File: config.mk
export PLATFORM = sky130hd
export DESIGN_NAME = rrfo_sweep
export DESIGN_NICKNAME = d
export VERILOG_FILES = /design/src/rtl/core/rrfo_pkg.sv /design/src/rtl/core/rrfo_sweep.sv
export SDC_FILE = /design/constraint.sdc
export NUM_CORES = 1
export LEC_CHECK = 0
export BUFFER_PORTS_ARGS = -buffer_cell sky130_fd_sc_hd__buf_2
export CORE_MARGIN = 5
export CORE_UTILIZATION = 45
export CTS_CLUSTER_SIZE = 20
export DETAILED_ROUTE_END_ITERATION = 7
export PLACE_DENSITY = 0.7
export REMOVE_ABC_BUFFERS = 1
export SLEW_MARGIN = 20
export SYNTH_ARGS = -nofsm -noshare
export SYNTH_HDL_FRONTEND = slang
export SYNTH_SLANG_ARGS = --single-unit
File: constraint.sdc
create_clock -name clk_i -period 7.5 [get_ports clk_i]
set_input_delay 1.125 -clock clk_i [delete_from_list [all_inputs] [get_ports clk_i]]
set_output_delay 1.125 -clock clk_i [all_outputs]
set_load 0.05 [all_outputs]
File: src/rtl/core/rrfo_pkg.sv
// Shared types and constants for the rectangle rasterizer.
// No dependencies; every other file in rtl/core imports this package.
`default_nettype none

package rrfo_pkg;

  localparam int COORD_W   = 20;
  localparam int BYTE_W    = 8;
  localparam int CFG_W     = 9;
  localparam int CFG_IDX_W = 2;
  localparam int CMD_W     = 2;

  localparam logic [CMD_W-1:0] CMD_CLEAR = 2'd0;
  localparam logic [CMD_W-1:0] CMD_DRAW  = 2'd1;
  localparam logic [CMD_W-1:0] CMD_READ  = 2'd2;

  localparam logic [CFG_IDX_W-1:0] CFG_CANVAS_WIDTH  = 2'd0;
  localparam logic [CFG_IDX_W-1:0] CFG_CANVAS_HEIGHT = 2'd1;
  localparam logic [CFG_IDX_W-1:0] CFG_BACKGROUND    = 2'd2;

  localparam logic [CFG_W-1:0]  CANVAS_WIDTH_RST  = 9'd256;
  localparam logic [CFG_W-1:0]  CANVAS_HEIGHT_RST = 9'd256;
  localparam logic [BYTE_W-1:0] BACKGROUND_RST    = 8'd32;

  localparam logic [BYTE_W-1:0] KIND_FILLED  = 8'h52;
  localparam logic [BYTE_W-1:0] KIND_OUTLINE = 8'h72;

  typedef struct packed {
    logic signed [COORD_W-1:0] x;
    logic signed [COORD_W-1:0] y;
    logic signed [COORD_W-1:0] w;
    logic signed [COORD_W-1:0] h;
  } rect_t;

  // Request from the controller to the sweep unit
  typedef struct packed {
    logic              start;
    logic              cover_all;
    logic              outline;
    logic [BYTE_W-1:0] color;
    rect_t             rect;
  } sweep_req_t;

  typedef struct packed {
    logic              status;
    logic [BYTE_W-1:0] pixel;
  } result_t;

  typedef enum logic [2:0] {
    S_IDLE,
    S_DISPATCH,
    S_SWEEP,
    S_READ,
    S_RESULT
  } ctrl_state_e;

endpackage

`default_nettype wire

File: src/rtl/core/rrfo_sweep.sv
// Canvas sweep: walks every cell in use, one per cycle, and writes the
// covered ones. Used for clear and for rectangle draws. Depends on rrfo_pkg.
`default_nettype none

module rrfo_sweep
  import rrfo_pkg::*;
#(
  parameter int MAX_SIDE  = 256,
  parameter int FRAC_BITS = 8,
  parameter int SW        = 9,
  parameter int AW        = 16
) (
  input  wire logic              clk_i,
  input  wire logic              rst_ni,
  input  wire sweep_req_t        req_i,
  input  wire logic [SW-1:0]     side_w_i,
  input  wire logic [SW-1:0]     side_h_i,
  output logic                   we_o,
  output logic      [AW-1:0]     waddr_o,
  output logic      [BYTE_W-1:0] wdata_o,
  output logic                   done_o
);

  localparam int CW   = (MAX_SIDE > 1) ? $clog2(MAX_SIDE) : 1;
  localparam int XW0  = CW + FRAC_BITS + 2;
  localparam int XW   = (XW0 > 23) ? XW0 : 23;
  localparam logic signed [XW-1:0] ONE = XW'(1) << FRAC_BITS;

  logic          busy_q, busy_d;
  logic          done_q, done_d;
  logic          all_q, all_d;
  logic          outline_q, outline_d;
  logic [BYTE_W-1:0] color_q, color_d;
  logic [CW-1:0] col_q, col_d;
  logic [CW-1:0] row_q, row_d;
  logic [AW-1:0] base_q, base_d;

  // Edge thresholds: lo/hi bound the rectangle, in/out mark the outline band
  logic signed [XW-1:0] x_lo_q, x_hi_q, x_in_q, x_out_q;
  logic signed [XW-1:0] y_lo_q, y_hi_q, y_in_q, y_out_q;
  logic signed [XW-1:0] rx, ry, rw, rh, rxe, rye;
  logic signed [XW-1:0] px, py;

  logic col_in, row_in, near_x, near_y, covered;
  logic last_col, last_row, empty;

  assign rx  = XW'(req_i.rect.x);
  assign ry  = XW'(req_i.rect.y);
  assign rw  = XW'(req_i.rect.w);
  assign rh  = XW'(req_i.rect.h);
  assign rxe = rx + rw;
  assign rye = ry + rh;

  assign px = XW'(col_q) << FRAC_BITS;
  assign py = XW'(row_q) << FRAC_BITS;

  assign col_in  = (px >= x_lo_q) && (px <= x_hi_q);
  assign row_in  = (py >= y_lo_q) && (py <= y_hi_q);
  assign near_x  = (px < x_in_q) || (px > x_out_q);
  assign near_y  = (py < y_in_q) || (py > y_out_q);
  assign covered = all_q || (col_in && row_in && (!outline_q || near_x || near_y));

  assign last_col = (SW'(col_q) == side_w_i - SW'(1));
  assign last_row = (SW'(row_q) == side_h_i - SW'(1));
  assign empty    = (side_w_i == '0) || (side_h_i == '0);

  always_comb begin
    busy_d    = busy_q;
    done_d    = 1'b0;
    all_d     = all_q;
    outline_d = outline_q;
    color_d   = color_q;
    col_d     = col_q;
    row_d     = row_q;
    base_d    = base_q;
    if (req_i.start) begin
      all_d     = req_i.cover_all;
      outline_d = req_i.outline;
      color_d   = req_i.color;
      col_d     = '0;
      row_d     = '0;
      base_d    = '0;
      if (empty) begin
        done_d = 1'b1;
      end else begin
        busy_d = 1'b1;
      end
    end else if (busy_q) begin
      if (!last_col) begin
        col_d = col_q + CW'(1);
      end else begin
        col_d  = '0;
        row_d  = row_q + CW'(1);
        base_d = base_q + AW'(MAX_SIDE);
        if (last_row) begin
          busy_d = 1'b0;
          done_d = 1'b1;
        end
      end
    end
  end

  always_ff @(posedge clk_i or negedge rst_ni) begin
    if (!rst_ni) begin
      busy_q <= 1'b0;
      done_q <= 1'b0;
    end else begin
      busy_q <= busy_d;
      done_q <= done_d;
    end
  end

  always_ff @(posedge clk_i) begin
    all_q     <= all_d;
    outline_q <= outline_d;
    color_q   <= color_d;
    col_q     <= col_d;
    row_q     <= row_d;
    base_q    <= base_d;
    if (req_i.start) begin
      x_lo_q  <= rx;
      x_hi_q  <= rxe;
      x_in_q  <= rx + ONE;
      x_out_q <= rxe - ONE;
      y_lo_q  <= ry;
      y_hi_q  <= rye;
      y_in_q  <= ry + ONE;
      y_out_q <= rye - ONE;
    end
  end

  assign we_o    = busy_q && covered;
  assign waddr_o = base_q + AW'(col_q);
  assign wdata_o = color_q;
  assign done_o  = done_q;

endmodule

`default_nettype wire
==> flow_summary.ini <==
[sta]
slew-limit-headroom_pct = 34.3
finalSetupViolations = 0
whs_ps = 475
finalClockSkew_ps = 5.84
fin_setup_tns_ps = 0
worst_pin_slew_ps = 971
grt_setup_unrepaired = no
drv_slew = 0
hold_viol = 0
max_freq_ghz = 0.220
post-route-period-util_pct = 60.6
finalCriticalPeriod_ps = 4540

[finish]
drive_gt1_share_pct = 15.8
num_antenna_cells = 0
areaGrowthSynthToFinish_pct = 15.2
layout_common_cells = 146 x edfxtp_1, 135 x buf_2, 115 x ha_1
layout_commonest_cell = edfxtp_1
design_area_um2 = 12500
nFillCells = 2122
num-nets-final = 1404

[die]
start_util_pct = 46.0
io_pins = 137
core_um2 = 23600
fp.dieW_um = 165
fp.dieH_um = 165
die_area_um2 = 27300
rows = 56

[worst_setup_path]
required_ps = 6380
crit_buf_inv = 1
path_delay_family = compound AO/OA/AOI/OAI gates
cp_max_fo = 11
end_kind = output port
worstSetupPathType = register to output port
crit_top_cell = a21o_1
max_stage_delay_ps = 590
startpoint_type = register
arrival_ps = 3420
critical-path-slowest-cell = dfxtp_1
worstPathCellList = ha_1 -> a21o_1 -> a21o_1 -> a221oi_1 -> o21ai_0 -> o311ai_0 -> nand3_1 -> o41ai_1 -> buf_2

[synthesis]
synthCells = 1035
yosys.area.top_type = edfxtp_1
ys_types = 82
ys_ff_latch = 172
yosysWarningCount = 0
synth_area_leaders = edfxtp_1 40%, ha_1 13%, xnor2_1 5.1%
synth_top_flop_cell = edfxtp_1
synth_edf_count = 146
synthArstFlopShare_pct = 1.16
synth.top_cell.area_share_pct = 40.4
avgSynthCellArea_um2 = 10.5
ys_seq_area_share_pct = 45.2
synthesis.area_um2 = 10900

[worst_hold_path]
min_path_type = primary input to async pin

[detailed_routing]
via_count = 8224
routed_wl_mm = 24.3
wl_per_cell_um = 16.1
drc_errors = 0
dr.pass1.iters = 5
ant_nets = 0
drt_iter0_drc = 513
vias_per_cell = 5.45

[power]
vdd_drop_max_mv = 0.120
p_leak_nw = 5.50
pwr_density_cell_nw_per_um2 = 207

[global_route]
grt_pass1_wl_mm = 39.6
grt_pass1_vias = 7945
antenna_found_initial = 0
grt_use_total_pct = 18.2
grt_max_degree = 70
gr-total-overflow = 0

[cts]
cts_sinks = 172
clockBufferDepth = 2
cts_setup_buffers = 0
cts_max_level = 4
clk_latency_ps = 430
cts_tree = done
clockRootBuffer = clkbuf_16
postCtsHoldBufs = 0
cts_made_buffers = 17
cts_resized = 0
clkTransAtPathRegs_ps = 70

[outcome]
outcome = finished clean

[placed_design]
gp_congestion = 0.901
dp_hpwl_mm = 18.7
dpl-instance-area_um2 = 11900
port_buffers = 136

[run]
cap_violations = 0
## report_power, final
group / total [mW] / switching [mW] / internal (mW)
Sequential: 1.20 / 0.0325 / 1.16
Combinational: 0.492 / 0.300 / 0.192
Clock: 0.907 / 0.401 / 0.506
Total: 2.59 / 0.733 / 1.86
## synth_stat cells (5+ instances only)
library cell,instances
nor3_1,29
o21ai_0,31
mux2i_1,6
ha_1,115
xor2_1,41
and2_1,8
a31o_2,5
a21oi_1,52
nor2b_1,12
and4_1,8
or3_1,12
nand2_1,53
o211ai_1,5
o21ai_1,8
o21a_1,7
a31oi_1,8
nand3_1,23
xnor2_1,63
o22ai_1,5
a21o_1,31
a211oi_1,5
inv_1,106
nand4_1,26
nor2_1,66
and3_1,19
nor4_1,24
dfxtp_1,24
edfxtp_1,146
clkbuf_1,14
## layer usage
layer  track usage [%]  routed length [um]
met1              25.6               11500
met2              28.5               10900
met3              3.87                1530
met4              4.84                 427
met5                 0                   0
## final timing paths
kind / cells past startpoint / end / start / slack [ps]
min in group clk_i: 2 / base_q[15]$_SDFFE_PP0P_ / base_q[15]$_SDFFE_PP0P_ / 530
max in group asynchronous: 1 / busy_q$_DFFE_PN0P_ / rst_ni / 6920
max reg2reg: 9 / row_q[6]$_SDFFE_PP0P_ / col_q[7]$_SDFFE_PP0P_ / 4820
min reg2reg: 2 / base_q[15]$_SDFFE_PP0P_ / base_q[15]$_SDFFE_PP0P_ / 530
min: 1 / done_o$_DFF_PN0_ / rst_ni / 470
max: 9 / we_o / col_q[2]$_SDFFE_PP0P_ / 2960
## final cells by class
| cell class | count | area (um2) | share of cell area, % |
|---|---|---|---|
| multi-input cells | 739 | 5490 | 43.8 |
| well taps | 319 | 399 | 3.19 |
| repair buffers | 139 | 709 | 5.67 |
| clock inverters | 14 | 178 | 1.42 |
| inverters | 107 | 402 | 3.21 |
| flip-flops and latches | 172 | 4910 | 39.3 |
| clock buffers | 18 | 429 | 3.43 |
## metrics by stage
step | util (%) | setup WS, ps | instances | total power, mW
after CTS | 53.0 | 2910 | 1508 | 2.62
after global routing | 53.0 | 2700 | 1508 | 2.74
final | 53.0 | 2960 | 1508 | 2.59
after detailed placement | 50.4 | 2880 | 1476 | 1.71
after floorplan | - | 2730 | 1018 | 1.54
after global placement | 50.4 | 2990 | 1476 | 1.69
## logic make-up after synthesis
logic type	Yosys count	synth area share, %
simple gates	306	15.1
compound gates	206	12.8
flops	172	45.2
buf+inv	124	4.31
fa+ha+maj	117	13.6
xor+xnor	104	8.39
mux	6	0.553
## flip-flops by register name, indices dropped and copies added, names as in the netlist, 13 cells and up
name	count
x_hi_q	21
y_out_q	14
x_lo_q	20
y_lo_q	20
y_in_q	13
x_out_q	14
x_in_q	13
y_hi_q	21
## worst register-to-register path, stage by stage, from the launching register on
cell and delay, ps:
dfxtp_1 650, or3b_2 490, o22ai_1 130, a22oi_1 90, a2bb2oi_1 160, nor3_2 160, buf_4 310, nand2_1 120
or3_1 370, a21oi_1 140
No activity file was read; power rests on OpenSTA's default activity.
